**config.mk**
```make
export PLATFORM = sky130hd
export DESIGN_NAME = playback_phase_advance_core
export DESIGN_NICKNAME = d
export VERILOG_FILES = /design/src/design/ppa_pkg.sv /design/src/design/ppa_step_unit.sv /design/src/design/playback_phase_advance_core.sv
export SDC_FILE = /design/constraint.sdc
export NUM_CORES = 1
export LEC_CHECK = 0
export CORE_MARGIN = 2
export CORE_UTILIZATION = 72
export CTS_CLUSTER_SIZE = 8
export DETAILED_ROUTE_END_ITERATION = 6
export DONT_BUFFER_PORTS = 1
export PLACE_DENSITY = 0.85
export SLEW_MARGIN = 0
export SYNTH_ARGS = -nofsm -noshare
export SYNTH_HDL_FRONTEND = slang
export SYNTH_SLANG_ARGS = --single-unit
```
**constraint.sdc**
```tcl
create_clock -name clk -period 13.9 [get_ports clk]
set_input_delay 2.085 -clock clk [delete_from_list [all_inputs] [get_ports clk]]
set_output_delay 2.085 -clock clk [all_outputs]
set_load 0.01 [all_outputs]
```
**src/design/ppa_pkg.sv**
```systemverilog
// ----------------------------------------------------------------------------
// ppa_pkg
// Shared types and constants of the playback phase advance core.
// ----------------------------------------------------------------------------
package ppa_pkg;

  // fixed field widths
  localparam int DELTA_W   = 16;
  localparam int SPEED_W   = 16;
  localparam int MODE_W    = 2;
  localparam int CFG_IDX_W = 1;
  localparam int CFG_W     = 16;
  localparam int PROD_W    = DELTA_W + SPEED_W;

  // fraction bits of delta_time
  localparam int DELTA_FRAC_BITS = 16;

  // parameter defaults
  localparam int PHASE_FRAC_BITS_DEF = 16;
  localparam int SPEED_FRAC_BITS_DEF = 8;
  localparam int STEP_W_DEF =
    PROD_W - (DELTA_FRAC_BITS + SPEED_FRAC_BITS_DEF - PHASE_FRAC_BITS_DEF);

  // configuration register indexes
  localparam logic [CFG_IDX_W-1:0] CFG_SPEED     = 1'd0;
  localparam logic [CFG_IDX_W-1:0] CFG_LOOP_MODE = 1'd1;

  // loop mode codes, the fourth code behaves as clamp
  localparam logic [MODE_W-1:0] LOOP_CLAMP    = 2'd0;
  localparam logic [MODE_W-1:0] LOOP_REPEAT   = 2'd1;
  localparam logic [MODE_W-1:0] LOOP_PINGPONG = 2'd2;

  // control group handed to the step unit
  typedef struct packed {
    logic load;
    logic go;
    logic reverse;
    logic playing;
    logic new_reverse;
    logic new_playing;
  } ppa_ctl_t;

  // flags coming back from the step unit
  typedef struct packed {
    logic reverse;
    logic playing;
    logic advanced;
  } ppa_flags_t;

endpackage

```
**src/design/ppa_step_unit.sv**
```systemverilog
// ----------------------------------------------------------------------------
// ppa_step_unit
// Next playback state: load, or advance by one step with clamp, wrap or
// ping-pong reflection at the ends.
// ----------------------------------------------------------------------------
module ppa_step_unit #(
  parameter int PHASE_FRAC_BITS = ppa_pkg::PHASE_FRAC_BITS_DEF,
  parameter int STEP_W          = ppa_pkg::STEP_W_DEF
) (
  input  logic [PHASE_FRAC_BITS:0]      phase_i,
  input  logic [PHASE_FRAC_BITS:0]      new_phase_i,
  input  logic [STEP_W-1:0]             step_i,
  input  logic [ppa_pkg::MODE_W-1:0]    mode_i,
  input  ppa_pkg::ppa_ctl_t             ctl_i,
  output logic [PHASE_FRAC_BITS:0]      phase_o,
  output ppa_pkg::ppa_flags_t           flags_o
);

  localparam int P_W   = PHASE_FRAC_BITS + 1;
  localparam int SUM_W = STEP_W + 2;
  localparam logic [P_W-1:0] ONE_P = {1'b1, {PHASE_FRAC_BITS{1'b0}}};
  localparam logic [P_W:0]   TWO_P = {1'b1, {P_W{1'b0}}};
  localparam logic signed [SUM_W-1:0] ONE_S = {{(SUM_W-P_W){1'b0}}, ONE_P};

  always_comb begin : step_calc
    logic [P_W-1:0]                 ph_cur;
    logic signed [SUM_W-1:0]        ph_s;
    logic signed [SUM_W-1:0]        st_s;
    logic signed [SUM_W-1:0]        p;
    logic signed [SUM_W-1:0]        neg;
    logic signed [SUM_W-1:0]        q;
    logic [P_W-1:0]                 m;
    logic [PHASE_FRAC_BITS-1:0]     r;

    ph_cur = (phase_i > ONE_P) ? ONE_P : phase_i;
    ph_s   = {{(SUM_W-P_W){1'b0}}, ph_cur};
    st_s   = {2'b00, step_i};
    p      = ctl_i.reverse ? (ph_s - st_s) : (ph_s + st_s);
    neg    = -p;
    q      = p[SUM_W-1] ? neg : p;
    m      = q[P_W-1:0];
    r      = '0;

    phase_o          = ph_cur;
    flags_o.reverse  = ctl_i.reverse;
    flags_o.playing  = ctl_i.playing;
    flags_o.advanced = 1'b0;

    if (ctl_i.load) begin
      phase_o         = (new_phase_i > ONE_P) ? ONE_P : new_phase_i;
      flags_o.reverse = ctl_i.new_reverse;
      flags_o.playing = ctl_i.new_playing;
    end else if (ctl_i.playing && ctl_i.go) begin
      flags_o.advanced = 1'b1;
      unique case (mode_i)
        ppa_pkg::LOOP_REPEAT: begin
          if (p > ONE_S) begin
            r       = p[PHASE_FRAC_BITS-1:0];
            phase_o = (r == '0) ? ONE_P : {1'b0, r};
          end else if (p[SUM_W-1]) begin
            r       = neg[PHASE_FRAC_BITS-1:0];
            phase_o = (r == '0) ? '0 : (ONE_P - {1'b0, r});
          end else begin
            phase_o = p[P_W-1:0];
          end
        end
        ppa_pkg::LOOP_PINGPONG: begin
          // a negative result reflects at zero and turns forward first
          if (p[SUM_W-1]) begin
            flags_o.reverse = 1'b0;
          end
          if (q > ONE_S) begin
            // fold over a period of two
            flags_o.reverse = !((m != '0) && (m <= ONE_P));
            phase_o = (m <= ONE_P) ? m : P_W'(TWO_P - {1'b0, m});
          end else begin
            phase_o = q[P_W-1:0];
          end
        end
        default: begin
          if (p >= ONE_S) begin
            phase_o         = ONE_P;
            flags_o.playing = 1'b0;
          end else if (p[SUM_W-1] || (p == '0)) begin
            phase_o         = '0;
            flags_o.playing = 1'b0;
          end else begin
            phase_o = p[P_W-1:0];
          end
        end
      endcase
    end
  end

endmodule

```
**src/design/playback_phase_advance_core.sv**
```systemverilog
// ----------------------------------------------------------------------------
// playback_phase_advance_core
// Normalized playback phase accumulator with clamp, repeat and ping-pong.
// ----------------------------------------------------------------------------
// Usage:
//   in_*   request words: a tick (elapsed delta_time) or a load of phase,
//          direction and playing flag. valid/ready handshake.
//   out_*  one result word per request: phase, direction, playing flag and
//          whether the tick advanced. valid/ready handshake.
//   cfg_*  register writes: index 0 speed (Q8.8 at default), index 1 loop
//          mode. cfg_ready is always high; write only while idle.
// Timing:
//   one word per cycle sustained while out_ready is high. A word goes from
//   the input register to the result register and out_*. The step product
//   delta_time * speed is taken at the input register; the playback state
//   loop (add, wrap, reflect in the step unit) is combinational: words chain.
// Reset:
//   phase 0, forward, stopped; speed 1.0, clamp mode; both stages empty.
// Stall:
//   a stalled result holds in the output register; the input register still
//   takes one more word, then in_ready drops until out_ready returns.
// ----------------------------------------------------------------------------
module playback_phase_advance_core #(
  parameter int PHASE_FRAC_BITS = ppa_pkg::PHASE_FRAC_BITS_DEF,
  parameter int SPEED_FRAC_BITS = ppa_pkg::SPEED_FRAC_BITS_DEF
) (
  input  logic                            clk,
  input  logic                            rst_n,

  input  logic                            in_valid,
  output logic                            in_ready,
  input  logic                            in_req_type,
  input  logic [ppa_pkg::DELTA_W-1:0]     in_delta_time,
  input  logic [PHASE_FRAC_BITS:0]        in_new_phase,
  input  logic                            in_new_reverse,
  input  logic                            in_new_playing,

  output logic                            out_valid,
  input  logic                            out_ready,
  output logic [PHASE_FRAC_BITS:0]        out_phase,
  output logic                            out_reverse,
  output logic                            out_playing,
  output logic                            out_advanced,

  input  logic                            cfg_valid,
  output logic                            cfg_ready,
  input  logic [ppa_pkg::CFG_IDX_W-1:0]   cfg_index,
  input  logic [ppa_pkg::CFG_W-1:0]       cfg_wdata
);

  localparam int P_W    = PHASE_FRAC_BITS + 1;
  localparam int SH     = ppa_pkg::DELTA_FRAC_BITS + SPEED_FRAC_BITS - PHASE_FRAC_BITS;
  localparam int STEP_W = ppa_pkg::PROD_W - SH;
  localparam logic [P_W-1:0] ONE_P = {1'b1, {PHASE_FRAC_BITS{1'b0}}};
  localparam logic [ppa_pkg::SPEED_W-1:0] SPEED_RST =
    ppa_pkg::SPEED_W'(1) << SPEED_FRAC_BITS;

  // configuration
  logic [ppa_pkg::SPEED_W-1:0] speed_r;
  logic [ppa_pkg::MODE_W-1:0]  loop_mode_r;

  assign cfg_ready = 1'b1;

  always_ff @(posedge clk) begin
    if (!rst_n) begin
      speed_r     <= SPEED_RST;
      loop_mode_r <= ppa_pkg::LOOP_CLAMP;
    end else if (cfg_valid) begin
      if (cfg_index == ppa_pkg::CFG_SPEED) begin
        speed_r <= cfg_wdata;
      end
      if (cfg_index == ppa_pkg::CFG_LOOP_MODE) begin
        loop_mode_r <= cfg_wdata[ppa_pkg::MODE_W-1:0];
      end
    end
  end

  // step size in phase units
  logic [ppa_pkg::PROD_W-1:0] prod;
  logic [STEP_W-1:0]          step;

  assign prod = ppa_pkg::PROD_W'(in_delta_time) * ppa_pkg::PROD_W'(speed_r);

  generate
    if (SH >= 0) begin : g_step_trunc
      assign step = STEP_W'(prod >> SH);
    end else begin : g_step_fill
      assign step = {prod, {(-SH){1'b0}}};
    end
  endgenerate

  // handshake
  logic s1_valid_r;
  logic out_valid_r;
  logic out_load;
  logic s1_fire;
  logic in_fire;

  assign out_load = !out_valid_r || out_ready;
  assign s1_fire  = s1_valid_r && out_load;
  assign in_ready = !s1_valid_r || out_load;
  assign in_fire  = in_valid && in_ready;

  always_ff @(posedge clk) begin
    if (!rst_n) begin
      s1_valid_r  <= 1'b0;
      out_valid_r <= 1'b0;
    end else begin
      if (in_fire) begin
        s1_valid_r <= 1'b1;
      end else if (s1_fire) begin
        s1_valid_r <= 1'b0;
      end
      if (s1_fire) begin
        out_valid_r <= 1'b1;
      end else if (out_ready) begin
        out_valid_r <= 1'b0;
      end
    end
  end

  // input register
  logic              s1_load_r;
  logic              s1_go_r;
  logic [STEP_W-1:0] s1_step_r;
  logic [P_W-1:0]    s1_new_phase_r;
  logic              s1_new_rev_r;
  logic              s1_new_play_r;

  always_ff @(posedge clk) begin
    if (in_fire) begin
      s1_load_r      <= in_req_type;
      s1_go_r        <= (in_delta_time != '0) && (speed_r != '0);
      s1_step_r      <= step;
      s1_new_phase_r <= in_new_phase;
      s1_new_rev_r   <= in_new_reverse;
      s1_new_play_r  <= in_new_playing;
    end
  end

  // playback state
  logic [P_W-1:0]       phase_q_r;
  logic                 reverse_r;
  logic                 playing_r;
  logic [P_W-1:0]       phase_nxt;
  ppa_pkg::ppa_flags_t  flags_nxt;
  ppa_pkg::ppa_ctl_t    ctl;

  assign ctl.load        = s1_load_r;
  assign ctl.go          = s1_go_r;
  assign ctl.reverse     = reverse_r;
  assign ctl.playing     = playing_r;
  assign ctl.new_reverse = s1_new_rev_r;
  assign ctl.new_playing = s1_new_play_r;

  ppa_step_unit #(
    .PHASE_FRAC_BITS (PHASE_FRAC_BITS),
    .STEP_W          (STEP_W)
  ) u_step (
    .phase_i     (phase_q_r),
    .new_phase_i (s1_new_phase_r),
    .step_i      (s1_step_r),
    .mode_i      (loop_mode_r),
    .ctl_i       (ctl),
    .phase_o     (phase_nxt),
    .flags_o     (flags_nxt)
  );

  always_ff @(posedge clk) begin
    if (!rst_n) begin
      phase_q_r <= '0;
      reverse_r <= 1'b0;
      playing_r <= 1'b0;
    end else if (s1_fire) begin
      phase_q_r <= phase_nxt;
      reverse_r <= flags_nxt.reverse;
      playing_r <= flags_nxt.playing;
    end
  end

  // result register
  logic [P_W-1:0] out_phase_r;
  logic           out_reverse_r;
  logic           out_playing_r;
  logic           out_advanced_r;

  always_ff @(posedge clk) begin
    if (s1_fire) begin
      out_phase_r    <= phase_nxt;
      out_reverse_r  <= flags_nxt.reverse;
      out_playing_r  <= flags_nxt.playing;
      out_advanced_r <= flags_nxt.advanced;
    end
  end

  assign out_valid    = out_valid_r;
  assign out_phase    = out_phase_r;
  assign out_reverse  = out_reverse_r;
  assign out_playing  = out_playing_r;
  assign out_advanced = out_advanced_r;

  // checks
  a_phase_in_range: assert property (@(posedge clk) disable iff (!rst_n)
    phase_q_r <= ONE_P)
    else $error("playback phase above one");

  a_result_is_state: assert property (@(posedge clk) disable iff (!rst_n)
    s1_fire |=> (out_valid_r && (out_phase_r == phase_q_r)
                 && (out_reverse_r == reverse_r) && (out_playing_r == playing_r)))
    else $error("result word differs from playback state");

  a_load_not_advanced: assert property (@(posedge clk) disable iff (!rst_n)
    (s1_fire && s1_load_r) |=> !out_advanced_r)
    else $error("load word flagged as advanced");

  a_stopped_holds: assert property (@(posedge clk) disable iff (!rst_n)
    (s1_fire && !s1_load_r && !playing_r) |=> (!out_advanced_r && $stable(phase_q_r)))
    else $error("stopped tick moved the phase");

endmodule

```
==> After elaboration in Yosys (flattened, before gate mapping) <==
Index checks and enable logic that the tools add are counted.
{ "op_classes": {"order_cmp": 6, "add_sub_neg": 5, "mul": 1, "n_eq_ne": 2, "n_reduce_logical": 22, "shift": 0, "n_bitwise": 1, "n_mux": 27, "div": 0} }
{ "op_table": {"columns": ["op", "count"], "rows": [
  ["2-to-1 mux 17 bit", 12],
  ["greater-than comparator 26 x 18 -> 1 bit, second input constant", 2],
  ["2-to-1 mux 26 bit", 2],
  ["greater-than comparator 17 bit, second input constant", 2],
  ["case mux 17 bit (2 select lines)", 1],
  ["logical NOT 16 bit", 2],
  ["multiplier 16 x 16 -> 32 bit", 1],
  ["nonzero test 16 bit", 2],
  ["greater-or-equal comparator 26 x 18 -> 1 bit, second input constant", 1],
  ["logical NOT 26 bit", 1],
  ["negation 26 bit", 1],
  ["adder 17 x 24 -> 25 bit", 1],
  ["subtractor 17 x 24 -> 25 bit", 1],
  ["<= comparator 17 bit, second input constant", 1],
  ["nonzero test 17 bit", 1],
  ["subtractor 1 x 17 -> 17 bit, first input constant", 1],
  ["subtractor 17 x 16 -> 17 bit, first input constant", 1],
  ["2-to-1 mux 1 bit", 10],
  ["logical AND 1 bit", 5],
  ["AND reduction 2 bit", 2],
  ["nonzero test 2 bit", 2],
  ["logical NOT 1 bit", 3],
  ["logical OR 1 bit", 3],
  ["2-to-1 mux 3 bit", 1],
  ["5 further kinds", 5]
]} }
{ "totals": {"reg_bits": 104, "n_memories": 0, "ram_bits": 0, "rom_bits": 0, "latchBits": 0, "out_inout_bits": 23, "input_bits": 58, "elab_cells": 81} }

==> Longest topological paths before layout <==
Gate-level depths: netlist of run 1.
{ "depth": {"word_depth": 13, "mapped_depth": 32, "depth_no_buf": 28} }

==> Hierarchy <==
From an unflattened synthesis of run 1, not the netlist that was laid out.
{ "hier_totals": {"hier_cells": 2159, "hier_area_um2": 17844.6} }
{ "modules_own_cells": {"columns": ["module", "seq_area_each_um2", "area_each_um2", "cells_per_inst", "n_inst"], "rows": [
  ["playback_phase_advance_core", 2732.6, 11792.6, 1206, 1],
  ["ppa_step_unit", 0.0, 6052.1, 953, 1]
]} }

==> Worst setup path after synthesis of run 1 <==
No wires, ideal clock.
{ "synth_path": {"path_kind": "input to register", "from": "input port in_delta_time[9] in the netlist's numbering", "to": "register s1_step_r[23], data pin", "t_arrival_ns": 8.539, "slack_ns": 5.101, "required_ns": 13.640, "cell_stages": 26, "n_path_buf": 2, "setup_ns": 0.260, "path_cell_list": "clkbuf_1 clkbuf_1 nand2_1 fa_1 inv_1 fa_1 fa_1 fa_1 inv_1 fa_1 inv_1 fa_1 ha_1 a21o_1 a21o_1 a21o_1 a31oi_1 nand4b_1 a31oi_1 o41ai_1 o21ai_0 o221a_2 o21ai_0 nand2b_1 a21oi_1 xnor2_1"} }
{ "synth_via": {"elab_chain_cells": 1} }
{ "synth_rtl": {"columns": ["element", "line", "text"], "rows": [
  ["start: declaration", "playback_phase_advance_core.sv:33", "input logic [ppa_pkg::DELTA_W-1:0] in_delta_time,"],
  ["multiplier 16 x 16 -> 32 bit", "playback_phase_advance_core.sv:82", "assign prod = ppa_pkg::PROD_W'(in_delta_time) * ppa_pkg::PROD_W'(speed_r);"],
  ["named net prod, one bit", "playback_phase_advance_core.sv:79", "logic [ppa_pkg::PROD_W-1:0] prod;"],
  ["end signal: assignment", "playback_phase_advance_core.sv:134", "s1_step_r <= step;"],
  ["end: declaration", "playback_phase_advance_core.sv:125", "logic [STEP_W-1:0] s1_step_r;"]
]} }
The timed path passes the listed nets, and every way through them passes these cells.
A chain may end at the register's enable or synchronous reset.

==> Worst setup path in the final report of run 1 <==
{ "layout_path": {"from": "input port in_delta_time[6] in the netlist's numbering", "to": "register s1_step_r[23], data pin"} }
The elaborated chain is that of the path after synthesis.

==> impl_metrics.yaml, run 1 <==
sta:
  setup_tns_ps: 0
  worst_pin_slew_ps: 1240
  skew_ps: 16.9
  drv_slew: 0
  fin_hold_ws_ps: 518
  finalWorstSetupSlack_ps: 5280
  finalHoldViolations: 0
  slew_headroom_pct: 16.9
  finalCriticalPeriod_ps: 8620
  post-route-period-util_pct: 62.0
  timing.fmax_mhz: 116
  setup_violations: 0
  rsz0062_at_grt: "no"
cells_and_area:
  antenna_cells: 0
  multiInputGateArea_um2: 12900
  drive_above_1_share_pct: 3.78
  nNetsFinal: 2318
  regArea_um2: 2730
  mostFrequentLayoutCell: "nand2_1"
  syn_to_final_growth_pct: 1.91
  final_cell_mix: "nand2_1, inv_1, fa_1"
  fillers: 1739
  final_core_util_pct: 74.3
clock_network:
  cts_buffer_depth: 2
  cts_hold_buf: 0
  cts_setup_buffers: 0
  numCtsBuffers: 9
  ctsRootBufferMaster: "clkbuf_16"
  clk_pin_slew_worst_paths_ps: 90
  htree_levels: 3
  clkSinkCount: 104
  cts-resized-gates: 0
  clock_latency_ps: 370
  cts_tree: "built"
placed_design:
  gp_congestion: 0.971
  hpwl_um: 37400
  pre_cts_ws_ps: 4900
  port_buffers: 0
worst_setup_path:
  rrSetupSlack_ps: 5910
  cp-start-kind: "input port"
  r2r-end: "phase_q_r[1]"
  crit_family: "adder cells"
  cp_max_fo: 17
  cp_common_cell: "fa_1"
  required_ps: 14030
  crit_path_start: "in_delta_time[6]"
  r2r-start: "phase_q_r[16]"
  cp_slowest_cell: "fa_1"
  arrival_ps: 8750
  max_stage_delay_ps: 580
  cp-end-kind: "flip-flop"
  ff2ff_path_depth: 20
  path_class: "in2reg"
  path_buf_inv: 3
  worstPathCellList: "nand2_1, fa_1, inv_1, fa_1, fa_1, fa_1, inv_1, fa_1, inv_1, fa_1, ha_1, a21o_1, a21o_1, a21o_1, a31oi_1, nand4b_1, a31oi_1, o41ai_1, o21ai_0, o221a_2, o21ai_0, nand2b_1, a21oi_1, xnor2_1"
routing:
  wire_per_inst_um: 21.2
  firstDrtPassIters: 7
  postRouteAntennaNets: 0
  viasPerCell: 6.52
  drt-total-wl_um: 47600
  initialDrtViolationCount: 1614
  drc_errors: 0
  num_vias: 14700
yosys:
  netlist_area_um2: 17000
  synth_ff_type: "edfxtp_1"
  synth-async-reset-ratio_pct: 0
  synth_top_area_cell: "fa_1"
  synthTopCellsByArea: "fa_1, edfxtp_1, ha_1, nand2_1, inv_1"
  syn_avg_cell_area_um2: 8.44
  synth_cell_type_count: 105
  synth_nets: 2409
  synth_edf_count: 65
  synth_warnings: 0
  synth_top_area_share_pct: 22.7
  synth_cells: 2017
  ys_seq_elements: 104
  ys_seq_area_share_pct: 16.1
worst_hold_path:
  hp-class: "reg2reg"
  hold_path.startpoint: "loop_mode_r[0]"
  hold_path_depth: 2
  min_to: "loop_mode_r[0]"
global_route:
  grt_pass1_vias: 14600
  grt_pass1_wl_um: 76000
  antenna_found_initial: 0
  track_usage_pct: 39.1
  grt-ovfl-total: 0
  grt_max_degree: 46
die:
  coreArea_um2: 23300
  initial_utilization_pct: 72.9
  die_w_um: 158
  die_height_um: 158
  placementRows: 56
  pin_count: 81
  die-area_um2: 24900
power:
  power_density_nw_per_um2: 123
  peakVddDrop_uv: 76.1
  p_leak_uw: 0.00762
flow_run:
  maxCapViolCount: 0
run_status:
  outcome: "finished, final reports clean"
[flip-flops by register name, summed over array words and instances (netlist names)]
register	cells
reverse_r	1
s1_load_r	1
phase_q_r	17
loop_mode_r	2
out_advanced	1
s1_step_r	24
s1_valid_r	1
s1_new_rev_r	1
playing_r	1
out_phase	17
speed_r	16
s1_new_play_r	1
s1_new_phase_r	17
out_reverse	1
out_valid	1
s1_go_r	1
out_playing	1
[synthesized netlist by cell type (5+ instances only)]
master	count
or2_2	10
nand3b_1	5
o31a_1	7
a21oi_1	93
o21ai_1	7
and2_1	95
nor4_1	23
a22oi_1	8
a31oi_1	17
a21o_1	11
nand4_1	13
inv_1	261
mux2_2	6
mux2i_1	19
buf_2	11
a222oi_1	9
o21a_1	18
ha_1	141
nand3_1	47
dfxtp_1	39
o31ai_1	9
or3_1	16
nor3_1	49
o22ai_1	7
o211ai_1	21
nor2b_1	35
a211o_1	9
nor3b_1	6
nand2b_1	19
o21ba_2	5
nand2_1	283
xnor2_1	53
xor2_1	17
nor2_1	92
fa_1	193
a221oi_1	5
and3_1	12
o21ai_0	62
a211oi_1	13
edfxtp_1	65
clkbuf_1	91
[per-stage QoR]
stage | area [um2] | total power [uW] | instances
2_1_floorplan | 17000 | 1540 | 2017
3_3_place_gp | 17000 | 1800 | 2234
3_5_place_dp | 17000 | 1840 | 2234
4_1_cts | 17300 | 2110 | 2250
5_1_grt | 17300 | 2300 | 2250
6_report | 17300 | 2140 | 2250
[logic make-up after synthesis]
group | Yosys count | share of synthesized area [%]
AOI/OAI and AO/OA | 372 | 15.5
adders and majority gates | 334 | 33.1
xor gates and xnor gates | 71 | 3.74
muxes | 27 | 1.65
DFF | 104 | 16.1
and+or+nand+nor | 736 | 21.6
other | 1 | 0.0220
buffers and inverters | 372 | 8.38
[how the worst max path moves through the flow]
stage / slack [ps] / depth (start not counted) / endpoint
finish: 5280 / 24 / s1_step_r[23]
global route: 4830 / 24 / s1_step_r[23]
CTS: 5270 / 24 / s1_step_r[23]
detailed placement: 4900 / 24 / s1_step_r[23]
global placement: 5110 / 24 / s1_step_r[23]
floorplan: 5100 / 26 / s1_step_r[23]
[final cells by class]
cell class	count	share of cell area [%]
Clock buffer	9	1.30
Clock inverter	7	0.469
Inverter	263	5.69
Multi-Input combinational cell	1541	74.2
Sequential cell	104	15.8
Tap cell	319	2.30
Timing Repair Buffer	7	0.303
[power by group]
group | internal, uW | switching (uW)
logic | 531 | 899
clock network | 130 | 139
registers | 390 | 52.2
total | 1050 | 1090
[worst register-to-register path, stage by stage (launching register included)]
cell      delay [ps]
dfxtp_1          890
inv_1            110
a41oi_1          680
nor2b_1          230
ha_1             530
or3_1            400
or4_1            470
a31oi_1          270
o31ai_1          200
a222oi_1         490
xor2_1           200
nor3b_1          410
and4_1           370
nand4_1          310
o31a_1           470
nor3_1          1010
nand2_1          340
nor2_1           180
a211o_1          170
nand2_1           70
a21oi_1          140
[metal layers]
| layer | share of wire, % | wire, um | track usage, % |
|---|---|---|---|
| met5 | 0 | 0 | 0 |
| met4 | 5.2 | 2470 | 19.1 |
| met3 | 8.4 | 4010 | 7.45 |
| met2 | 48 | 22700 | 64.7 |
| met1 | 39 | 18400 | 49.3 |
No activity file was read; power rests on OpenSTA's default activity.
==> inputs of run 2 (changes only) <==
Settings changed: CORE_UTILIZATION 72 to 67, PLACE_DENSITY 0.85 to 0.79.
Clock period 13.9 ns to 8 ns, I/O delays scaled along.
==> impl_metrics.yaml, run 2 (synthesized netlist as in run 1, its figures left out) <==
run_status:
  outcome: "finished, final reports clean"
sta:
  drv_slew: 0
  fin_hold_ws_ps: 519
  finalCriticalPeriod_ps: 7450
  setup_tns_ps: 0
  timing.fmax_mhz: 134
  worst_pin_slew_ps: 1120
  slew_headroom_pct: 25.3
  post-route-period-util_pct: 93.2
  setup_violations: 0
  rsz0062_at_grt: "no"
  finalHoldViolations: 0
  skew_ps: 22.7
worst_setup_path:
  cp_max_fo: 18
  cp-end-kind: "flip-flop"
  cp-start-kind: "flip-flop"
  r2r-end: "s1_step_r[23]"
  r2r-start: "speed_r[8]"
  path_class: "reg2reg"
  ff2ff_path_depth: 24
  crit_path_start: "speed_r[8]"
  rrSetupSlack_ps: 550
  endpoint: "s1_step_r[23]"
  arrival_ps: 7590
  required_ps: 8140
clock_network:
  cts_tree: "built"
  htree_levels: 3
  ctsRootBufferMaster: "clkbuf_16"
  cts_setup_buffers: 0
  cts_hold_buf: 0
  cts-resized-gates: 0
  clock_latency_ps: 380
  clkSinkCount: 104
  cts_buffer_depth: 2
  numCtsBuffers: 9
  clk_pin_slew_worst_paths_ps: 100
power:
  p_leak_uw: 0.00774
  power_density_nw_per_um2: 215
  peakVddDrop_uv: 156
  power.total_uw: 3760
die:
  die-area_um2: 26700
  pin_count: 81
  die_w_um: 163
  die_height_um: 163
  coreArea_um2: 25000
  placementRows: 58
  initial_utilization_pct: 68.0
cells_and_area:
  syn_to_final_growth_pct: 3.02
  largest_register_ff_count: 24
  top_register: "s1_step_r"
  final_core_util_pct: 70.0
  finalInstanceArea_um2: 17500
  final_cell_mix: "nand2_1, inv_1, fa_1"
  mostFrequentLayoutCell: "nand2_1"
  nNetsFinal: 2341
  drive_above_1_share_pct: 4.91
global_route:
  antenna_found_initial: 1
  grt_pass1_vias: 14500
  track_usage_pct: 36.6
  grt_pass1_wl_um: 76900
  grt_max_degree: 46
  grt-ovfl-total: 0
routing:
  firstDrtPassIters: 7
  initialDrtViolationCount: 1702
  postRouteAntennaNets: 0
  drt-total-wl_um: 48000
  num_vias: 14700
  drc_errors: 0
  wire_per_inst_um: 21.0
  viasPerCell: 6.45
flow_run:
  maxCapViolCount: 0
placed_design:
  hpwl_um: 37900
  gp_congestion: 0.961
  port_buffers: 0
  dpl_cell_area_um2: 17200
worst_hold_path:
  hp-class: "reg2reg"
[run 2: cell types whose count changed in the layout (fill, tap and decap cells not counted), sizes merged]
cell	change
diode	+1
buf	+23
[run 2: final cells by class]
type | count | area (um2)
Multi-Input combinational cell | 1541 | 12900
Fill cell | 2005 | 7510
Sequential cell | 104 | 2730
Inverter | 263 | 987
Tap cell | 330 | 413
Clock buffer | 9 | 225
Timing Repair Buffer | 30 | 225
Clock inverter | 7 | 81.3
Antenna cell | 1 | 2.50
[run 2: worst max-delay path: stages, from the launching register on]
cell and delay [ps]:
dfxtp_1 870, nand2_1 240, fa_1 580, inv_1 60, fa_1 460, ha_1 330
fa_1 540, inv_1 50, fa_1 530, inv_1 50, fa_1 470, ha_1 370
a21o_1 190, a21o_1 190, a21o_1 180, a31oi_1 270, nand4b_1 200, a31oi_1 150
o41ai_1 350, o21ai_0 260, o221a_2 310, o21ai_0 150, nand2b_1 100, a21oi_1 200
xnor2_1 90
[run 2: per-layer routing]
| layer | up-vias | wire, um | track usage (%) |
|---|---|---|---|
| li1 | 6662 | - | - |
| met1 | 7093 | 19200 | 48.2 |
| met2 | 822 | 22500 | 60.5 |
| met3 | 165 | 4020 | 5.89 |
| met4 | 2 | 2340 | 15.1 |
| met5 | - | 13 | 0 |
[run 2: how the worst min path moves through the flow]
stage                               from             end  cells past startpoint
after floorplan           loop_mode_r[1]  loop_mode_r[1]                      2
after global placement    loop_mode_r[0]  loop_mode_r[0]                      2
after detailed placement  loop_mode_r[0]  loop_mode_r[0]                      2
after CTS                 loop_mode_r[0]  loop_mode_r[0]                      2
after global routing      loop_mode_r[0]  loop_mode_r[0]                      2
final                     loop_mode_r[0]  loop_mode_r[0]                      2
[run 2: where the power goes]
group | internal (uW) | switching, uW
sequential | 677 | 85.5
combinational | 948 | 1580
clock | 225 | 251
total | 1850 | 1910
[run 2: through the flow]
step | instances | worst slack (ps)
3_5_place_dp | 2268 | 215
2_1_floorplan | 2017 | 86.4
6_report | 2285 | 546
4_1_cts | 2284 | 603
5_1_grt | 2284 | 104
3_3_place_gp | 2268 | 323
==> inputs of run 3 (changes only) <==
Clock period 8 ns to 7.47 ns, I/O delays scaled along.
==> impl_metrics.yaml, run 3 (synthesized netlist as in run 1, its figures left out) <==
global_route:
  grt_pass1_vias: 14500
  track_usage_pct: 36.6
  grt-ovfl-total: 0
  grt_max_degree: 46
  antenna_found_initial: 0
  grt_pass1_wl_um: 76500
clock_network:
  clk_pin_slew_worst_paths_ps: 90
  cts_buffer_depth: 2
  cts_tree: "built"
  numCtsBuffers: 9
  ctsRootBufferMaster: "clkbuf_16"
  cts_hold_buf: 0
  clock_latency_ps: 360
  htree_levels: 3
  clkSinkCount: 104
worst_setup_path:
  cp_slowest_cell: "dfxtp_1"
  crit_family: "adder cells"
  cp-end-kind: "flip-flop"
  crit_path_start: "speed_r[2]"
  r2r-start: "speed_r[2]"
  max_stage_delay_ps: 730
  path_class: "reg2reg"
  path_buf_inv: 3
  arrival_ps: 7190
  worstPathCellList: "nand2_1, fa_1, inv_1, fa_1, fa_1, fa_1, inv_1, fa_1, inv_1, fa_1, ha_1, a21o_1, a21o_1, a21o_1, a31oi_2, nand4b_1, a31oi_1, o41ai_2, o21ai_1, o221a_2, o21ai_0, nand2b_1, a21oi_1, xnor2_1"
  required_ps: 7590
  cp_common_cell: "fa_1"
  rrSetupSlack_ps: 400
  cp_max_fo: 12
  cp-start-kind: "flip-flop"
worst_hold_path:
  hp-class: "reg2reg"
  hold_path.startpoint: "loop_mode_r[0]"
cells_and_area:
  nNetsFinal: 2358
  final_core_util_pct: 70.8
  drive_above_1_share_pct: 6.14
  finalInstanceArea_um2: 17700
  mostFrequentLayoutCell: "nand2_1"
  final_cell_mix: "nand2_1, inv_1, fa_1"
  top_register: "s1_step_r"
  syn_to_final_growth_pct: 4.13
  antenna_cells: 0
  largest_register_ff_count: 24
routing:
  drc_errors: 0
  num_vias: 14800
  firstDrtPassIters: 6
  drt-total-wl_um: 47600
  wire_per_inst_um: 20.7
  viasPerCell: 6.44
  initialDrtViolationCount: 1523
  postRouteAntennaNets: 0
sta:
  setup_violations: 0
  worst_pin_slew_ps: 1180
  timing.fmax_mhz: 142
  skew_ps: 14.8
  drv_slew: 0
  setup_tns_ps: 0
  fin_hold_ws_ps: 486
  slew_headroom_pct: 20.6
  finalHoldViolations: 0
  post-route-period-util_pct: 94.6
  finalCriticalPeriod_ps: 7070
  rsz0062_at_grt: "no"
power:
  power_density_nw_per_um2: 231
  p_leak_uw: 0.00785
  peakVddDrop_uv: 211
  power.total_uw: 4090
flow_run:
  maxCapViolCount: 0
placed_design:
  dpl_cell_area_um2: 17400
  gp_congestion: 0.985
  hpwl_um: 37800
  port_buffers: 0
die:
  die_w_um: 163
  pin_count: 81
  die-area_um2: 26700
  coreArea_um2: 25000
  die_height_um: 163
  placementRows: 58
  initial_utilization_pct: 68.0
run_status:
  outcome: "finished, final reports clean"
[run 3: final timing paths]
check / endpoint / depth (start not counted)
max reg2reg: s1_step_r[23] / 24
min reg2reg: loop_mode_r[0] / 2
min: loop_mode_r[0] / 2
max: s1_step_r[23] / 24
[run 3: per-layer routing]
metal,track usage (%),share of wire [%]
met1,48.9,39
met2,59.6,47
met3,5.43,8.8
met4,15.7,4.9
met5,0,0
[run 3: area by class of cell]
type	count	area (um2)
inverters	263	987
flip-flops and latches	104	2740
well taps	330	413
clock buffers	10	250
fillers	1967	7320
repair buffers	47	353
clock inverters	6	65.1
multi-input cells	1541	12900
[run 3: worst min-delay path: cells and delay by family, from the launching register on]
kind	cells	cell delay (ps)
compound gates	1	50
simple gates	1	60
flops	1	330
[run 3: metrics by stage]
stage          worst slack, ps  instances
2_1_floorplan             11.4       2017
3_3_place_gp               149       2285
3_5_place_dp              12.0       2285
4_1_cts                    339       2301
5_1_grt                   4.09       2301
6_report                   405       2301
[run 3: where the power goes]
part	leakage, uW	switching [uW]	internal (uW)	total (uW)
sequential	0.000955	87.7	725	813
combinational	0.00674	1710	1060	2770
clock	0.000157	244	258	503
[run 3: repair_timing]
action,4_1_cts,5_1_grt
setup endpoints to repair,0,9
resized for setup,0,9
setup buffers,0,0
